<file path="src/rtl/core/rpor_pkg.sv">
`default_nettype none
// ----------------------------------------------------------------------------
// Rotated point occupancy raster: shared package
// Field widths, status and register codes, and the structures passed between
// the transform pipeline, the occupancy map and the top level.
// ----------------------------------------------------------------------------
package rpor_pkg;

    localparam int MAX_SIDE_DEF  = 1024;
    localparam int DATA_W        = 32;
    localparam int SIDE_W        = 11;
    localparam int SIDE_MAX_CODE = 2047;
    localparam int IDX_W         = 22;   // holds y*side+x for any 11-bit side
    localparam int PIX_W         = 20;
    localparam int ST_W          = 2;
    localparam int WORD_W        = 32;
    localparam int BIT_W         = 5;
    localparam int FRAC_BITS     = 36;
    localparam int RFIFO_DEPTH   = 8;

    // Result status codes.
    localparam logic [ST_W-1:0] ST_PLOTTED   = 2'd0;
    localparam logic [ST_W-1:0] ST_CLIPPED   = 2'd1;
    localparam logic [ST_W-1:0] ST_DUPLICATE = 2'd2;

    // Configuration register indexes.
    localparam int REG_IDX_W = 3;
    localparam logic [REG_IDX_W-1:0] REG_SIDE     = 3'd0;
    localparam logic [REG_IDX_W-1:0] REG_CENTER_R = 3'd1;
    localparam logic [REG_IDX_W-1:0] REG_CENTER_I = 3'd2;
    localparam logic [REG_IDX_W-1:0] REG_X_REAL   = 3'd3;
    localparam logic [REG_IDX_W-1:0] REG_X_IMAG   = 3'd4;
    localparam logic [REG_IDX_W-1:0] REG_Y_REAL   = 3'd5;
    localparam logic [REG_IDX_W-1:0] REG_Y_IMAG   = 3'd6;

    typedef struct packed {
        logic [SIDE_W-1:0] side;
        logic [DATA_W-1:0] center_real;
        logic [DATA_W-1:0] center_imag;
        logic [DATA_W-1:0] x_from_real;
        logic [DATA_W-1:0] x_from_imag;
        logic [DATA_W-1:0] y_from_real;
        logic [DATA_W-1:0] y_from_imag;
    } t_cfg;

    typedef struct packed {
        logic             valid;
        logic             clip;
        logic [IDX_W-1:0] idx;
    } t_map_req;

    typedef struct packed {
        logic [PIX_W-1:0] pixel_index;
        logic [ST_W-1:0]  status;
    } t_result;

    typedef struct packed {
        logic    valid;
        t_result res;
    } t_map_rsp;

endpackage
`default_nettype wire

</file>
<file path="src/rtl/core/rpor_rfifo.sv">
`default_nettype none
// ----------------------------------------------------------------------------
// Rotated point occupancy raster: result queue
// Small register queue that holds finished results until the output side
// takes them. Space is reserved upstream, so a push never finds it full.
// ----------------------------------------------------------------------------
module rpor_rfifo (
    input  wire logic              i_clk,
    input  wire logic              i_rst_n,
    input  wire logic              i_push,
    input  wire rpor_pkg::t_result i_data,
    input  wire logic              i_pop,
    output logic                   o_valid,
    output rpor_pkg::t_result      o_data
);
    import rpor_pkg::*;

    localparam int PTR_W = $clog2(RFIFO_DEPTH);

    t_result          r_slot [RFIFO_DEPTH];
    logic [PTR_W-1:0] r_wr_ptr, r_rd_ptr;
    logic [PTR_W:0]   r_count;
    logic             do_pop;

    assign do_pop  = i_pop && (r_count != '0);
    assign o_valid = (r_count != '0);
    assign o_data  = r_slot[r_rd_ptr];

    always_ff @(posedge i_clk) begin
        if (i_push) begin
            r_slot[r_wr_ptr] <= i_data;
        end
    end

    always_ff @(posedge i_clk) begin
        if (!i_rst_n) begin
            r_wr_ptr <= '0;
            r_rd_ptr <= '0;
            r_count  <= '0;
        end else begin
            if (i_push) begin
                r_wr_ptr <= r_wr_ptr + PTR_W'(1);
            end
            if (do_pop) begin
                r_rd_ptr <= r_rd_ptr + PTR_W'(1);
            end
            unique case ({i_push, do_pop})
                2'b10:   r_count <= r_count + (PTR_W+1)'(1);
                2'b01:   r_count <= r_count - (PTR_W+1)'(1);
                default: r_count <= r_count;
            endcase
        end
    end

endmodule
`default_nettype wire

</file>
<file path="config.mk">
export PLATFORM = sky130hd
export DESIGN_NAME = rpor_rfifo
export DESIGN_NICKNAME = d
export VERILOG_FILES = /design/src/rtl/core/rpor_pkg.sv /design/src/rtl/core/rpor_rfifo.sv
export SDC_FILE = /design/constraint.sdc
export NUM_CORES = 1
export LEC_CHECK = 0
export BUFFER_PORTS_ARGS = -buffer_cell sky130_fd_sc_hd__clkbuf_2
export CAP_MARGIN = 20
export CORE_ASPECT_RATIO = 1.5
export CORE_MARGIN = 2
export CORE_UTILIZATION = 29
export CTS_BUF_LIST = sky130_fd_sc_hd__clkbuf_4
export DETAILED_ROUTE_END_ITERATION = 8
export SETUP_SLACK_MARGIN = 0.1
export SYNTH_ARGS = -nofsm -noshare
export SYNTH_HDL_FRONTEND = slang
export SYNTH_SLANG_ARGS = --single-unit
</file>
<file path="constraint.sdc">
create_clock -name i_clk -period 8 [get_ports i_clk]
set_input_delay 2.4 -clock i_clk [delete_from_list [all_inputs] [get_ports i_clk]]
set_output_delay 2.4 -clock i_clk [all_outputs]
set_load 0.02 [all_outputs]
</file>
After elaboration in Yosys (flattened, before gate mapping)
Memories as Yosys holds them, arrays and structs flattened. A register that Yosys moved wholly into a read port is not among the register bits.
Index checks and enable logic that the tools add are counted.
{"block": "totals", "register_bits": 10, "mem_bits_rw": 176, "inputBits": 26, "output_inout_bits": 23, "elab_cells": 18, "memories": 1}
{"block": "op_classes", "addsub": 4, "eq_ne": 2, "mux": 5, "reduce_logical": 3}
{"name": "r_slot", "words": 8, "width": 22, "read_ports": 1, "rd_clocked_by_memory_dff": 1, "wr": 1, "line_no": "rpor_rfifo.sv:20", "source": "t_result r_slot [RFIFO_DEPTH];"}
{"cell": "$pmux 4 s2", "count": 1}
{"cell": "$add 3x1->3 const B", "count": 2}
{"cell": "$mux 3", "count": 2}
{"cell": "$add 4x1->4 const B", "count": 1}
{"cell": "$reduce_bool 4->1", "count": 1}
{"cell": "$sub 4x1->4 const B", "count": 1}
{"cell": "$eq 2x1->1 const B", "count": 1}
{"cell": "$eq 2x2->1 const B", "count": 1}
{"cell": "$mux 1", "count": 2}
{"cell": "$reduce_bool 2->1", "count": 1}
{"cell": "$logic_and 1x1->1", "count": 1}

Depth between registers and ports, before layout
Gate-level depths: netlist of run 1.
{"block": "logic_depth", "ltp_word": 4, "mapped_depth": 10, "depth_no_buf": 10}

Worst setup path after synthesis of run 1
Ideal clock, no wire load.
{"block": "synth_path", "kind": "input-to-reg", "startpoint": "in i_push", "endpoint": "mem r_slot[0][0] (netlist name) (enable)", "setup_ns": 0.429, "arrival_ns": 4.031, "t_required_ns": 7.571, "path_slack_ns": 3.541, "path_stages": 2, "n_path_buf": 0, "cell_sequence": "nand2b_1 > nor3_1"}
{"block": "synth_between", "elab_chain_len": 2}
{"element": "start, declared", "line_no": "rpor_rfifo.sv:10", "source": "input wire logic i_push,"}
{"element": "$mux 1", "line_no": "rpor_rfifo.sv:30", "source": "if (i_push) begin"}
{"element": "$mux 1 (not written as such)", "line_no": "rpor_rfifo.sv:31", "source": "r_slot[r_wr_ptr] <= i_data;"}
{"element": "end, declared", "line_no": "rpor_rfifo.sv:20"}
No other way between the ends.

==> results of run 1 <==
-- flip-flops by register name, summed over array words and instances, names as in the netlist, named ones only --
register and cells:
r_slot 176, r_rd_ptr 3, r_wr_ptr 3, r_count 4
-- worst max-delay path by stage --
stage	start	endpoint
6_report	flip-flop	o_data[8]
2_1_floorplan	i_push	r_slot[0][0]$_DFFE_PP_
3_5_place_dp	flip-flop	o_data[4]
5_1_grt	flip-flop	o_data[4]
3_3_place_gp	flip-flop	o_data[4]
4_1_cts	flip-flop	o_data[4]
-- routing by layer --
| layer | part of all wire | vias up | global-route usage |
|---|---|---|---|
| li1 | - | 1518 | - |
| met1 | 0.42 | 1745 | 0.124 |
| met2 | 0.52 | 63 | 0.185 |
| met3 | 0.031 | 15 | 0.0285 |
| met4 | 0.020 | 0 | 0.0421 |
| met5 | 0 | - | 0 |
-- stage by stage --
step / worst slack (ps) / power [mW] / hold WS (ps) / util / area, um2
floorplan: 3540 / 1.52 / 442 / - / 7410
global placement: 3530 / 1.62 / 460 / 0.321 / 8080
detailed placement: 3520 / 1.63 / 477 / 0.321 / 8080
CTS: 2860 / 2.15 / 496 / 0.334 / 8400
global route: 2790 / 2.23 / 538 / 0.334 / 8400
finish: 2950 / 2.12 / 498 / 0.334 / 8400
-- critical path: cells and delay by family, from the launching register on --
kind,cells,cell delay [ps]
mux,2,950
buf+inv,2,740
flops,1,340
-- Yosys cell counts, types with 2 or more instances --
cell type / number
nand2_1: 6
dfxtp_1: 13
nand2b_1: 4
mux4_1: 38
nor3_1: 3
mux4_2: 6
mux2_2: 23
xor2_1: 3
mux2i_1: 3
nor2_1: 6
a21boi_0: 2
buf_1: 3
and2_1: 6
xnor2_1: 4
nand3_1: 2
buf_6: 5
ha_1: 5
edfxtp_1: 176
nor2b_1: 2
inv_1: 2
clkbuf_1: 4
-- layout make-up --
type | instances | share of cell area
flip-flops and latches | 189 | 0.660
multi-input cells | 121 | 0.213
well taps | 328 | 0.0489
repair buffers | 59 | 0.0384
clock inverters | 15 | 0.0226
clock buffers | 17 | 0.0152
inverters | 2 | 0.000894
diodes | 1 | 0.000298
-- cells by family after synthesis --
logic type	Yosys count
muxes	70
adders and majority gates	5
xor gates and xnor gates	7
and+or+nand+nor	33
AOI/OAI and AO/OA	6
DFF	189
buffers and inverters	16
-- power breakdown --
part	total [mW]	switching (mW)	leakage [nW]	internal, mW
Combinational	0.447	0.226	0.863	0.221
Clock	0.521	0.371	0.162	0.150
Sequential	1.15	0.0349	1.71	1.12
-- cells in the final DEF (no fill, tap or decap), types with 5 or more instances in the layout --
cell type and n:
mux4_2 6, mux4_1 38, edfxtp_1 176, mux2_2 23
clkinv_8 7, dfxtp_1 11, clkbuf_2 48, clkbuf_4 17
nor2_2 6, ha_1 5, and2_1 6, nand2_1 6
buf_4 11
==> flow_metrics.py, run 1 <==
metrics = {
    "global_route": {
        "grt_first_pass_wirelength_um": 20800,
        "grt_overflow_total": 0,
        "grt_max_degree": 45,
        "first_global_vias": 3545,
        "grt_antenna_before_repair": 1,
        "grt_usage": 0.106,
    },
    "placement": {
        "io_buffers": 48,
        "dp_hpwl_um": 8260,
        "gp_congestion": 0.712,
        "dp_cells": 699,
    },
    "yosys": {
        "yosysSeqAreaShare": 0.748,
        "syn_area_um2": 7410,
        "syn-num-nets": 357,
        "async_flop_share": 0,
        "ys.flop_type": "edfxtp_1",
        "synth_edf_count": 176,
        "yosys.area.top_type": "edfxtp_1",
        "synthMuxAreaShare": 0.192,
        "synth.yosys.warnings": 0,
        "synth_cell_types": 31,
        "synth_area_leaders": "edfxtp_1, mux4_1, dfxtp_1",
        "synthAdderAreaFrac": 0.00844,
        "yosys.area.top_type_share": 0.713,
        "synth_top_family_by_area": "multiplexers",
        "synth_seq_cells": 189,
        "synthSimpleGateAreaFrac": 0.0240,
        "synth_compound_area_frac": 0.00574,
        "syn_avg_cell_area_um2": 22.7,
        "synthXorXnorAreaFrac": 0.00827,
        "synth_cells": 326,
    },
    "cts": {
        "cts-buffers-inserted": 17,
        "cts_sinks": 189,
        "cts_hold_buf": 0,
        "root_buffer": "clkbuf_4",
        "cts_resized": 0,
        "clkLatencyLatePin_ps": 590,
        "cts_tree": "yes",
        "ctsHtreeMaxLevel": 4,
        "clockBufferDepth": 2,
        "path_clk_slew_ps": 150,
        "cts_setup_buffers": 0,
    },
    "route": {
        "firstDrtPassIters": 4,
        "viasPerCell": 4.56,
        "wire_per_inst_um": 18.7,
        "drc_errors": 0,
        "num_vias": 3341,
        "ant_nets": 0,
        "drt_wl_total_um": 13700,
        "first_iter_violations": 184,
    },
    "min_path": {
        "hold_end": "r_count[3]$_SDFFE_PN0P_",
        "hp-class": "flip-flop to flip-flop",
        "hold_depth": 2,
        "hold_path_startpoint": "r_count[3]$_SDFFE_PN0P_",
    },
    "timing": {
        "worstMarginPinSlew_ps": 1070,
        "final.period_utilization": 0.631,
        "slew_headroom": 0.285,
        "finalHoldViolCount": 0,
        "grt_setup_unrepaired": "no",
        "setup_violations": 0,
        "fin_tns_setup_ps": 0,
        "finalMaxSlewViolations": 0,
        "fin_skew_ps": 35.9,
        "min_period_ps": 5050,
        "fmax_mhz": 198,
    },
    "critical_path": {
        "r2r_cells": 10,
        "slowest_stage": "mux4_1",
        "critPathLaunchType": "flip-flop",
        "reg2reg_slack_ps": 5450,
        "arrival_ps": 2650,
        "cp-end-kind": "primary output",
        "crit_required_ps": 5600,
        "cpPeakStageDelay_ps": 670,
        "r2r-start": "r_count[1]$_SDFFE_PN0P_",
        "criticalPathCategory": "flip-flop to primary output",
        "cp_max_fo": 44,
        "r2r-end": "r_count[2]$_SDFFE_PN0P_",
        "crit_chain": "buf_4 > mux4_1 > mux2_2 > clkbuf_2",
    },
    "layout": {
        "final-seq-area_um2": 5550,
        "fillers": 2314,
        "areaGrowthSynthToFinish_pct": 13.3,
        "drive_above_1_share": 0.328,
        "instances_no_fill": 732,
        "multi_input_area_um2": 1790,
        "fin_nets": 421,
    },
    "die": {
        "die_area_um2": 26900,
        "rows": 71,
        "initial_utilization": 0.295,
        "die_height_um": 200,
        "die_w_um": 135,
        "num_io_pins": 49,
        "core_um2": 25100,
    },
    "power": {
        "peakVddDrop_v": 0.0000952,
        "p_per_area_nw_per_um2": 253,
        "leakagePower_nw": 2.73,
    },
    "run_status": {
        "status": "complete, no violations",
    },
    "job": {
        "cap_violations": 0,
    },
}
No activity file was read; power rests on OpenSTA's default activity.
==> run 2, diff against run 1 <==
clock period = 4.88 ns   (was 8 ns; I/O delays follow)
==> flow_metrics.py, run 2 (same netlist as run 1, synthesis figures left out) <==
metrics = {
    "run_status": {
        "status": "complete, no violations",
    },
    "power": {
        "leakagePower_nw": 2.73,
        "peakVddDrop_v": 0.000138,
        "p_per_area_nw_per_um2": 411,
    },
    "global_route": {
        "grt_first_pass_wirelength_um": 21100,
        "first_global_vias": 3619,
        "grt_antenna_before_repair": 1,
        "grt_max_degree": 45,
        "grt_usage": 0.109,
        "grt_overflow_total": 0,
    },
    "cts": {
        "ctsHtreeMaxLevel": 4,
        "path_clk_slew_ps": 160,
        "cts_setup_buffers": 0,
        "root_buffer": "clkbuf_4",
        "cts_hold_buf": 0,
        "cts_sinks": 189,
        "clkLatencyLatePin_ps": 560,
        "cts-buffers-inserted": 17,
        "clockBufferDepth": 2,
        "cts_tree": "yes",
        "cts_resized": 0,
    },
    "layout": {
        "fin_nets": 423,
        "fillers": 2321,
        "largest_reg_flops": 176,
        "final-seq-area_um2": 5550,
        "most-common-layout-cells": "edfxtp_1, clkbuf_2, mux4_1, mux2_2, clkbuf_4",
        "drive_above_1_share": 0.328,
        "instances_no_fill": 734,
        "multi_input_area_um2": 1790,
        "regMostFlops": "r_slot",
        "reg_top3": "r_slot x176, r_count x4",
        "areaGrowthSynthToFinish_pct": 13.3,
        "final_common_cell": "edfxtp_1",
    },
    "route": {
        "num_vias": 3372,
        "wire_per_inst_um": 19.0,
        "viasPerCell": 4.59,
        "drc_errors": 0,
        "first_iter_violations": 198,
        "drt_wl_total_um": 13900,
        "firstDrtPassIters": 4,
        "ant_nets": 0,
    },
    "critical_path": {
        "slowest_stage": "dfxtp_2",
        "crit_chain": "buf_4 > mux4_1 > mux2_2 > clkbuf_2",
        "criticalPathCategory": "flip-flop to primary output",
        "critPathLaunchType": "flip-flop",
        "cpPeakStageDelay_ps": 820,
        "cp_max_fo": 24,
        "cp-end-kind": "primary output",
        "reg2reg_slack_ps": 2320,
        "crit_required_ps": 3420,
        "critical-path-top-delay-family": "multiplexers",
        "crit_buf_inv": 2,
        "arrival_ps": 2800,
    },
    "placement": {
        "io_buffers": 48,
        "dp_cells": 700,
        "detailedPlace.worstSlack_ps": 1160,
        "dp_hpwl_um": 8960,
        "gp_congestion": 0.674,
    },
    "die": {
        "rows": 71,
        "num_io_pins": 49,
        "die_height_um": 200,
        "initial_utilization": 0.295,
        "die_area_um2": 26900,
        "die_w_um": 135,
        "core_um2": 25100,
    },
    "timing": {
        "grt_setup_unrepaired": "no",
        "finalHoldViolCount": 0,
        "finalWorstSetupSlack_ps": 617,
        "worstMarginPinSlew_ps": 862,
        "fin_tns_setup_ps": 0,
        "fin_skew_ps": 21.8,
        "fmax_mhz": 235,
        "setup_violations": 0,
        "min_period_ps": 4260,
        "slew_headroom": 0.424,
        "final.period_utilization": 0.874,
        "finalMaxSlewViolations": 0,
    },
    "min_path": {
        "hp-class": "flip-flop to flip-flop",
    },
    "job": {
        "cap_violations": 0,
    },
}
-- run 2: changes by cell type in the layout (fill, tap and decap cells not counted), sizes merged --
cell / change
bufinv: +1
clkinvlp: +1
inv: +1
clkinv: -3
buf: +2
-- run 2: path summary, 6_finish.rpt --
kind | from | end | cells past startpoint
max reg2reg | r_count[1]$_SDFFE_PN0P_ | r_count[2]$_SDFFE_PN0P_ | 10
min reg2reg | r_count[3]$_SDFFE_PN0P_ | r_count[3]$_SDFFE_PN0P_ | 2
max | flip-flop | o_data[21] | 4
min | r_count[3]$_SDFFE_PN0P_ | r_count[3]$_SDFFE_PN0P_ | 2
-- run 2: power by group --
group / switching [mW] / total [mW] / leakage (nW) / internal (mW)
registers: 0.0833 / 1.92 / 1.71 / 1.83
logic: 0.352 / 0.723 / 0.880 / 0.371
clock network: 0.544 / 0.815 / 0.148 / 0.271
total: 0.979 / 3.45 / 2.73 / 2.48
-- run 2: routing by layer --
metal / vias up / share of wire / global-route usage
li1: 1519 / - / -
met1: 1787 / 0.39 / 0.115
met2: 54 / 0.57 / 0.208
met3: 12 / 0.027 / 0.0258
met4: 0 / 0.015 / 0.0441
met5: - / 0 / 0
-- run 2: stage by stage --
stage | util | area, um2 | hold WS [ps] | power [mW]
finish | 0.334 | 8400 | 480 | 3.45
global route | 0.334 | 8400 | 507 | 3.62
detailed placement | 0.322 | 8090 | 463 | 2.69
global placement | 0.322 | 8090 | 461 | 2.67
floorplan | - | 7410 | 442 | 2.49
CTS | 0.333 | 8370 | 483 | 3.49
-- run 2: tightest hold or removal path, delay by kind of cell (launching register included) --
family,cells,cell delay [ps]
simple gates,1,50
flops,1,350
mux,1,50
-- run 2: final cells by class --
| class | instances | area share |
|---|---|---|
| inverters | 2 | 0.000894 |
| well taps | 328 | 0.0489 |
| clock buffers | 17 | 0.0152 |
| clock inverters | 15 | 0.0183 |
| flip-flops and latches | 189 | 0.661 |
| repair buffers | 61 | 0.0426 |
| diodes | 1 | 0.000298 |
| multi-input cells | 121 | 0.213 |
